==> src/rtl/core/fcull_cell.sv <==
module fcull_cell #(
  parameter int W = 32
) (
  input  logic                clk,
  input  logic                rst_n,
  input  logic                shift,
  input  logic signed [W-1:0] d,
  output logic signed [W-1:0] q
);

  logic signed [W-1:0] val_r;

  always_ff @(posedge clk) begin
    if (!rst_n) begin
      val_r <= '0;
    end else if (shift) begin
      val_r <= d;
    end
  end

  assign q = val_r;

endmodule

==> config.mk <==
export PLATFORM = sky130hd
export DESIGN_NAME = fcull_cell
export DESIGN_NICKNAME = d
export VERILOG_FILES = /design/src/rtl/core/fcull_cell.sv
export SDC_FILE = /design/constraint.sdc
export NUM_CORES = 1
export LEC_CHECK = 0
export ABC_AREA = 0
export BUFFER_PORTS_ARGS = -buffer_cell sky130_fd_sc_hd__buf_2
export CAP_MARGIN = 0
export CORE_MARGIN = 1
export CORE_UTILIZATION = 47
export CTS_CLUSTER_SIZE = 30
export DETAILED_ROUTE_END_ITERATION = 6
export GPL_ROUTABILITY_DRIVEN = 0
export MAX_ROUTING_LAYER = met4
export PLACE_DENSITY_LB_ADDON = 0.05
export SYNTH_ARGS = -nofsm -noshare
export SYNTH_HDL_FRONTEND = slang
export SYNTH_SLANG_ARGS = --single-unit
==> constraint.sdc <==
create_clock -name clk -period 1.8 [get_ports clk]
set_input_delay 0.36 -clock clk [delete_from_list [all_inputs] [get_ports clk]]
set_output_delay 0.36 -clock clk [all_outputs]
set_load 0.02 [all_outputs]
==> impl_metrics.tcl <==
set metrics [dict create \
    slowest_stage "dfxtp_1" \
    setup_slack_ps 600 \
    avgSynthCellArea_um2 12.1 \
    cp-end-kind "output port" \
    worstPathMaxFanout 2 \
    synth_cell_type_count 6 \
    syn_inst 103 \
    htree_levels 2 \
    grt_max_degree 33 \
    hold_buffers 0 \
    io_buffers 66 \
    max_freq_mhz 833 \
    holdPathEnd "q[15]" \
    min_path_cells 3 \
    largest_reg_flops 32 \
    antenna_found_initial 0 \
    grt_pass1_wl_um 3180 \
    routedWlPerCell_um 10.9 \
    rsz0062_at_grt "no" \
    ios 67 \
    placed_area_mm2 0.00155 \
    ys_seq_area_share_pct 51.5 \
    crit_chain "buf_2" \
    fin_skew_ps 0 \
    hp-class "in -> reg" \
    min_period_ps 1200 \
    fin_crit_sh_pct 66.7 \
    grt_pass1_vias 753 \
    finalSetupTns_ps 0 \
    powerDensity_mw_per_mm2 892 \
    syn_nets 138 \
    layout.cells.non_filler 200 \
    numCtsBuffers 5 \
    clock-root-buffer "clkbuf_4" \
    die_area_mm2 0.00286 \
    rows 18 \
    final_common_cell "buf_2" \
    hold_violations 0 \
    initial_core_util_pct 49.7 \
    cts_tree "yes" \
    cp_top_family "flip-flops" \
    crit_arrival_ps 840 \
    cts_buffer_depth 2 \
    antenna-diode-count 0 \
    slowest_delay_ps 350 \
    synth_top_area_share_pct 51.5 \
    hpwl_um 1530 \
    die_height_um 53.4 \
    synth_top_cell_by_area "dfxtp_1" \
    r2r-start "q[16]" \
    drtIter0Drc 8 \
    firstDrtPassIters 4 \
    cts_resized 0 \
    slew_headroom_pct 72.5 \
    cts.clk_slew.worst_paths_ps 90 \
    layout_common_cells "66 x buf_2, 32 x mux2i_1, 32 x nor2b_1, 32 x dfxtp_1, 5 x clkbuf_4" \
    cap_violations 0 \
    syn_area_mm2 0.00124 \
    status "finished, final reports clean" \
    die_x_um 53.4 \
    ant_nets 0 \
    r2r_slack_ps 1190 \
    coreArea_mm2 0.00250 \
    ys_seq_elements 32 \
    viasPerCell 4.51 \
    finalSetupViolations 0 \
    r2r_cells 2 \
    grt_use_total_pct 17.1 \
    r2r_end "q[16]" \
    postLayoutCellArea_mm2 0.00161 \
    drc 0 \
    num_vias 901 \
    post_cts_buffers 0 \
    drt-total-wl_um 2180 \
    nNetsFinal 205 \
    synth_area_leaders "dfxtp_1 52%, mux2i_1 26%, nor2b_1 16%" \
    path_buf_inv 1 \
    hold_start "d[15]" \
    crit_required_ps 1440 \
    tightest_slew_ps 412 \
    areaGrowthSynthToFinish_pct 29.8 \
    cp-start-kind "flip-flop" \
    grt_remaining_overflow 0 \
    dpl_worst_slack_ps 677 \
    irDropWorstVdd_mv 0.691 \
    clock_sinks 32 \
    dpl.cell_count 193 \
    drive_gt1_share_pct 43.5 \
    worstSetupPathType "reg -> out" \
    drv_slew 0 \
    cellLeakagePower_nw 0.851 \
    yosys_warnings 0 \
    insertion_delay_ps 320 \
]
[cells by family (layout without fill, tap and decap cells)]
family,after synthesis,count (layout),share of synthesized area (%)
mux,32,32,25.8
buf+inv,7,74,6.64
flops,32,32,51.5
simple gates,32,32,16.1
[final cells by class]
| cell class | instances | area [um2] |
|---|---|---|
| clock buffer | 7 | 65.1 |
| sequential | 32 | 641 |
| timing repair buffer | 67 | 350 |
| tap | 30 | 37.5 |
| multi-input combinational | 64 | 520 |
| fill | 213 | 886 |
[metal layers]
metal | track usage [%] | vias up | routed length (um)
li1 | - | 468 | -
met1 | 18.2 | 384 | 1000
met2 | 25.2 | 42 | 956
met3 | 9.48 | 7 | 188
met4 | 9.21 | 0 | 38
met5 | - | - | 0
[cell usage after synthesis, drive strengths merged]
cell,n
clkbuf,3
buf,4
nor2b,32
dfxtp,32
mux2i,32
[metrics by stage]
step                utilization, %  hold slack, ps  total power [W]
detailed placement            62.0             501          0.00102
CTS                           64.6             273          0.00147
finish                        64.6             289          0.00144
global route                  64.6             266          0.00153
floorplan                        -             488         0.000944
global placement              62.0             490          0.00101
[worst reg2reg max path: cells and delay by family, from the launching register on]
family / cells / cell delay [ps]
flops: 1 / 320
mux: 1 / 140
simple gates: 1 / 60
[power by group]
part           leakage [nW]  total [W]  switching (W)  internal [W]
Clock                0.0374   0.000436       0.000215      0.000221
Sequential            0.264   0.000769      0.0000192      0.000750
Combinational         0.549   0.000234       0.000124      0.000110
[worst max path at each step]
stage / from / to / depth (start not counted)
2_1_floorplan: shift / q[0] / 4
3_3_place_gp: shift / q[16] / 4
3_5_place_dp: shift / q[26] / 4
4_1_cts: q[20] / q[20] / 1
5_1_grt: q[31] / q[31] / 1
6_report: q[31] / q[31] / 1
Power figures use the tool's default switching activity.
