[src/rtl/core/fcull_pkg.sv]
package fcull_pkg;

  localparam logic [1:0] FUNC_LOAD   = 2'd0;
  localparam logic [1:0] FUNC_BOX    = 2'd1;
  localparam logic [1:0] FUNC_SPHERE = 2'd2;

  localparam logic [3:0] LAST_ELEM = 4'd15;

  localparam int RING_DEPTH = 24;
  localparam int MAT_DEPTH  = 16;

  // 35 root bits, 50 quotient bits, 6 planes of 8 terms
  localparam logic [5:0] ROOT_LAST  = 6'd34;
  localparam logic [5:0] DIV_LAST   = 6'd49;
  localparam logic [5:0] TEST_LAST  = 6'd47;
  localparam logic [2:0] PLANE_LAST = 3'd5;

  typedef enum logic [1:0] {
    ST_IDLE,
    ST_XTR,
    ST_TST,
    ST_FIN
  } top_state_t;

  typedef enum logic [2:0] {
    XS_IDLE,
    XS_RAW,
    XS_SQ,
    XS_ROOT,
    XS_PREP,
    XS_DIV,
    XS_PUSH
  } xs_state_t;

  typedef struct packed {
    logic busy;
    logic done;
  } xt_stat_t;

  typedef struct packed {
    logic done;
    logic visible;
  } ts_stat_t;

endpackage

[src/rtl/core/fcull_extract.sv]
module fcull_extract #(
  parameter int CW = 32
) (
  input  logic                 clk,
  input  logic                 rst_n,
  input  logic                 ld_en,
  input  logic [3:0]           ld_idx,
  input  logic signed [31:0]   ld_val,
  input  logic                 start,
  output fcull_pkg::xt_stat_t  st,
  output logic                 push,
  output logic signed [CW-1:0] push_val
);

  localparam int VW = 52;
  localparam logic signed [VW-1:0] SAT_HI = VW'((64'sd1 <<< (CW - 1)) - 64'sd1);
  localparam logic signed [VW-1:0] SAT_LO = -SAT_HI - VW'(1);

  fcull_pkg::xs_state_t state_r, state_nxt;

  logic signed [31:0] mat_r [fcull_pkg::MAT_DEPTH];
  logic [2:0]         plane_r;
  logic [1:0]         comp_r;
  logic [5:0]         cnt_r;
  logic signed [32:0] raw_r [4];
  logic signed [32:0] raw_c [4];
  logic [65:0]        sq_r;
  logic [67:0]        sum_r;
  logic [69:0]        rad_r;
  logic [37:0]        rem_r;
  logic [34:0]        root_r;
  logic [49:0]        dvd_r;
  logic [35:0]        drem_r;
  logic [49:0]        quo_r;

  logic [1:0]         kx;
  logic [32:0]        sq_mag;
  logic [32:0]        div_mag;
  logic [37:0]        rem_sh;
  logic [37:0]        trial;
  logic               root_ge;
  logic [36:0]        dr_sh;
  logic               div_ge;
  logic signed [VW-1:0] val_full;

  function automatic logic [32:0] mag33(input logic signed [32:0] v);
    mag33 = v[32] ? 33'(-v) : 33'(v);
  endfunction

  // plane row picks which matrix row joins the fourth row
  always_comb begin
    for (int k = 0; k < 4; k++) begin
      logic signed [32:0] w;
      logic signed [32:0] e;
      w = 33'(mat_r[k*4+3]);
      case (plane_r[2:1])
        2'd0:    e = 33'(mat_r[k*4]);
        2'd1:    e = 33'(mat_r[k*4+1]);
        default: e = 33'(mat_r[k*4+2]);
      endcase
      raw_c[k] = plane_r[0] ? (w - e) : (w + e);
    end
  end

  // component order d, nx, ny, nz so the ring holds d first
  assign kx      = (comp_r == 2'd0) ? 2'd3 : comp_r - 2'd1;
  assign sq_mag  = mag33(raw_r[cnt_r[1:0]]);
  assign div_mag = mag33(raw_r[kx]);

  assign rem_sh  = {rem_r[35:0], rad_r[69:68]};
  assign trial   = {1'b0, root_r, 2'b01};
  assign root_ge = rem_sh >= trial;

  assign dr_sh   = {drem_r, dvd_r[49]};
  assign div_ge  = dr_sh >= {2'b00, root_r};

  always_comb begin
    if (root_r == '0) begin
      val_full = VW'(raw_r[kx]);
    end else if (raw_r[kx][32]) begin
      val_full = -$signed({2'b00, quo_r});
    end else begin
      val_full = $signed({2'b00, quo_r});
    end
    if (val_full > SAT_HI) begin
      push_val = SAT_HI[CW-1:0];
    end else if (val_full < SAT_LO) begin
      push_val = SAT_LO[CW-1:0];
    end else begin
      push_val = val_full[CW-1:0];
    end
  end

  always_ff @(posedge clk) begin
    if (!rst_n) begin
      state_r <= fcull_pkg::XS_IDLE;
    end else begin
      state_r <= state_nxt;
    end
  end

  always_comb begin
    state_nxt = state_r;
    push      = 1'b0;
    st.busy   = state_r != fcull_pkg::XS_IDLE;
    st.done   = 1'b0;
    unique case (state_r)
      fcull_pkg::XS_IDLE: begin
        if (start) state_nxt = fcull_pkg::XS_RAW;
      end
      fcull_pkg::XS_RAW:  state_nxt = fcull_pkg::XS_SQ;
      fcull_pkg::XS_SQ: begin
        if (cnt_r[1:0] == 2'd3) state_nxt = fcull_pkg::XS_ROOT;
      end
      fcull_pkg::XS_ROOT: begin
        if (cnt_r == fcull_pkg::ROOT_LAST) state_nxt = fcull_pkg::XS_PREP;
      end
      fcull_pkg::XS_PREP: begin
        state_nxt = (root_r == '0) ? fcull_pkg::XS_PUSH : fcull_pkg::XS_DIV;
      end
      fcull_pkg::XS_DIV: begin
        if (cnt_r == fcull_pkg::DIV_LAST) state_nxt = fcull_pkg::XS_PUSH;
      end
      fcull_pkg::XS_PUSH: begin
        push = 1'b1;
        if (comp_r == 2'd3) begin
          if (plane_r == fcull_pkg::PLANE_LAST) begin
            state_nxt = fcull_pkg::XS_IDLE;
            st.done   = 1'b1;
          end else begin
            state_nxt = fcull_pkg::XS_RAW;
          end
        end else begin
          state_nxt = fcull_pkg::XS_PREP;
        end
      end
      default: state_nxt = fcull_pkg::XS_IDLE;
    endcase
  end

  always_ff @(posedge clk) begin
    if (!rst_n) begin
      for (int i = 0; i < fcull_pkg::MAT_DEPTH; i++) mat_r[i] <= '0;
    end else if (ld_en) begin
      mat_r[ld_idx] <= ld_val;
    end
  end

  always_ff @(posedge clk) begin
    case (state_r)
      fcull_pkg::XS_IDLE: begin
        plane_r <= '0;
      end
      fcull_pkg::XS_RAW: begin
        for (int k = 0; k < 4; k++) raw_r[k] <= raw_c[k];
        cnt_r  <= '0;
        sum_r  <= '0;
        comp_r <= '0;
      end
      fcull_pkg::XS_SQ: begin
        sq_r <= 66'(sq_mag * sq_mag);
        if (cnt_r[1:0] != 2'd0) sum_r <= sum_r + 68'(sq_r);
        cnt_r <= cnt_r + 6'd1;
        if (cnt_r[1:0] == 2'd3) begin
          rad_r  <= {2'b00, sum_r + 68'(sq_r)};
          rem_r  <= '0;
          root_r <= '0;
          cnt_r  <= '0;
        end
      end
      fcull_pkg::XS_ROOT: begin
        rem_r  <= root_ge ? rem_sh - trial : rem_sh;
        root_r <= {root_r[33:0], root_ge};
        rad_r  <= {rad_r[67:0], 2'b00};
        cnt_r  <= cnt_r + 6'd1;
      end
      fcull_pkg::XS_PREP: begin
        // rounding half away from zero: add half the length
        dvd_r  <= {1'b0, div_mag, 16'b0} + {16'b0, root_r[34:1]};
        drem_r <= '0;
        quo_r  <= '0;
        cnt_r  <= '0;
      end
      fcull_pkg::XS_DIV: begin
        drem_r <= div_ge ? 36'(dr_sh - {2'b00, root_r}) : dr_sh[35:0];
        quo_r  <= {quo_r[48:0], div_ge};
        dvd_r  <= {dvd_r[48:0], 1'b0};
        cnt_r  <= cnt_r + 6'd1;
      end
      fcull_pkg::XS_PUSH: begin
        comp_r <= comp_r + 2'd1;
        if (comp_r == 2'd3) plane_r <= plane_r + 3'd1;
      end
      default: ;
    endcase
  end

endmodule

[config.mk]
export PLATFORM = sky130hd
export DESIGN_NAME = fcull_extract
export DESIGN_NICKNAME = d
export VERILOG_FILES = /design/src/rtl/core/fcull_pkg.sv /design/src/rtl/core/fcull_extract.sv
export SDC_FILE = /design/constraint.sdc
export NUM_CORES = 2
export LEC_CHECK = 0
export ABC_AREA = 1
export BUFFER_PORTS_ARGS = -buffer_cell sky130_fd_sc_hd__buf_2
export CORE_MARGIN = 1
export CORE_UTILIZATION = 35
export DETAILED_ROUTE_END_ITERATION = 16
export PLACE_DENSITY = 0.57
export SLEW_MARGIN = 20
export SYNTH_ARGS = -nofsm -noshare
export SYNTH_HDL_FRONTEND = slang
export SYNTH_SLANG_ARGS = --single-unit
[constraint.sdc]
create_clock -name clk -period 19.3 [get_ports clk]
set_clock_uncertainty 0.05 [all_clocks]
set_input_delay 3.86 -clock clk [delete_from_list [all_inputs] [get_ports clk]]
set_output_delay 3.86 -clock clk [all_outputs]
set_load 0.01 [all_outputs]
==> flow_metrics.py <==
metrics = {
    "outcome": {
        "status": "finished clean",
    },
    "job": {
        "cap_viol_max_count": 0,
    },
    "synthesis": {
        "synth.distinct_cells": 75,
        "synth_enable_flop_cells": 1065,
        "syn_area_um2": 97390,
        "async_flop_share_pct": 0,
        "synth_top_flop_cell": "edfxtp_1",
        "ys_seq_area_share_pct": 32.94,
        "ys_ff_latch": 1070,
        "postSynthAreaPerCell_um2": 8.617,
        "netlist_instances": 11300,
        "ys.warnings.count": 0,
    },
    "detailed_routing": {
        "via_per_inst": 5.031,
        "drt_iter0_markers": 6841,
        "drt-total-wl_mm": 309.8,
        "vias": 75840,
        "routedWlPerCell_um": 20.55,
        "drt_pass1_iterations": 10,
        "postRouteAntennaNets": 0,
        "drc": 0,
    },
    "clocking": {
        "hold_buffers": 0,
        "cts_made_buffers": 118,
        "clock_latency_ns": 0.82,
        "clk_pin_slew_ns": 0.06,
        "cts_resized": 0,
        "cts_buffer_depth": 3,
        "cts_tree": "yes",
        "postCtsSetupRepairBufs": 0,
        "clockRootBuffer": "clkbuf_16",
        "clock_sinks": 1070,
        "cts_max_level": 3,
    },
    "sta": {
        "maxSlewHeadroom_pct": 19.23,
        "fmax_ghz": 0.08237,
        "period_needed_ns": 12.14,
        "tightest_slew_ns": 1.212,
        "finalSetupViolCount": 0,
        "tns_ns": 0,
        "rsz0062_at_grt": "no",
        "drv_slew": 0,
        "hold_viol_final": 0,
        "fin_crit_sh_pct": 62.91,
    },
    "die": {
        "die_width_um": 529.5,
        "initial_core_util_pct": 35.22,
        "rows": 193,
        "die-area_um2": 280400,
        "pin_count": 75,
        "core_um2": 276500,
        "die_h_um": 529.5,
    },
    "layout": {
        "post-route-util_pct": 38.20,
        "stdcell_count": 15080,
        "syn2layout_area_growth_pct": 8.435,
        "num-fill-cells": 28200,
        "stdcell_area_um2": 105600,
        "layout_commonest_cell": "inv_1",
        "drive_above_1_share_pct": 4.961,
        "fin_nets": 12750,
        "layout_common_cells": "inv_1 (1,986), nor2_1 (1,802), nand2_1 (1,714)",
    },
    "grt": {
        "grt_overflow": 0,
        "grt_usage_pct": 21.85,
        "antenna_found_initial": 3,
        "grt_pass1_vias": 74740,
        "grt_max_degree": 101,
        "grt_pass1_wl_mm": 464.2,
    },
    "worst_setup_path": {
        "critPathMostFrequentCell": "fa_1",
        "crit_path_max_incr_delay_ns": 0.93,
        "worstPathArrival_ns": 12.60,
        "path_class": "flop to flop",
        "slowest_stage": "nor2_1",
        "cp-start-kind": "flop",
        "critPathMaxFanout": 44,
        "cp.required_ns": 19.76,
        "cp-end-kind": "flop",
    },
    "hold_path": {
        "hp-class": "flop to flop",
    },
    "place": {
        "hpwlAfterDp_mm": 236.8,
        "dp_cells": 14850,
        "io_buffers": 74,
        "place_congestion": 0.9659,
        "dpl-instance-area_um2": 101700,
    },
}
## flip-flops by register name, summed over array words and instances (netlist names), named ones only
register,count
cnt_r,6
mat_r,512
rem_r,36
plane_r,3
root_r,35
drem_r,36
quo_r,50
comp_r,2
sum_r,68
rad_r,70
state_r,3
raw_r,132
sq_r,65
dvd_r,50
## final cells by class
class	instances	area, um2	share of cell area (%)
Tap cell	3705	4636	4.389
Inverter	2048	7695	7.286
Sequential cell	1070	32080	30.38
Timing Repair Buffer	182	1194	1.130
Clock buffer	142	3043	2.881
Antenna cell	1	2.502	0.002369
Multi-Input combinational cell	7847	56120	53.14
Clock inverter	80	833.3	0.7890
## path summary, 6_finish.rpt
check                 start        end  slack [ns]  cells past startpoint
setup / recovery       flop   sq_r[58]        7.16                     36
hold reg to reg   rad_r[25]  rad_r[27]        0.45                      2
hold / removal    rad_r[25]  rad_r[27]        0.45                      2
setup reg to reg       flop   sq_r[58]        7.16                     36
## kinds of logic after synthesis
group                    synth area share, %
AO/OA/AOI/OAI                          9.766
other                               0.007711
AND/OR/NAND/NOR                        17.70
adder cells (fa/ha/maj)                25.35
buffers and inverters                  9.665
flip-flops                             32.94
XOR/XNOR                               4.566
## synthesized netlist by cell type, types with 78 or more instances
master       n  area share, %
o21ai_0    494            2.5
inv_1     1994            7.7
nand3_1    348            1.8
ha_1       564            7.2
a31oi_1    102           0.66
o22ai_1     78           0.50
buf_2      119           0.61
fa_1       881             18
edfxtp_1  1065             33
clkbuf_1   175           0.67
nor3_1     100           0.51
xor2_1     308            2.8
nand4_1     95           0.61
xnor2_1    196            1.8
nand2_1   1721            6.6
o21bai_1    98           0.76
nor2_1    1806            7.0
a21oi_1    560            2.9
## critical path, delay by kind of cell, from the launching register on
| kind | cells | cell delay, ns |
|---|---|---|
| AOI/OAI and AO/OA | 3 | 0.49 |
| xor gates and xnor gates | 1 | 0.13 |
| adders and majority gates | 10 | 4.91 |
| buffers and inverters | 8 | 1.53 |
| DFF | 1 | 0.81 |
| and+or+nand+nor | 14 | 3.87 |
## metal layers
metal  global-route usage [%]  vias up  share of wire, %  routed length [um]
li1                         -    36170                 -                   -
met4                    8.842        0               4.5               14050
met1                    29.99    36800                44              136700
met3                    2.687      515               6.0               18610
met2                    34.83     2357                45              140400
met5                        0        -                 0                   0
## metrics by stage
stage / setup slack (ns) / hold slack (ns)
3_3_place_gp: 7.663 / 0.4483
6_report: 7.159 / 0.4523
5_1_grt: 6.711 / 0.4804
3_5_place_dp: 7.509 / 0.4527
4_1_cts: 7.420 / 0.4604
2_1_floorplan: 2.644 / 0.4380
Power is not shown: default switching activity piles up to over one toggle a cycle in this logic, so the estimate is an artifact.
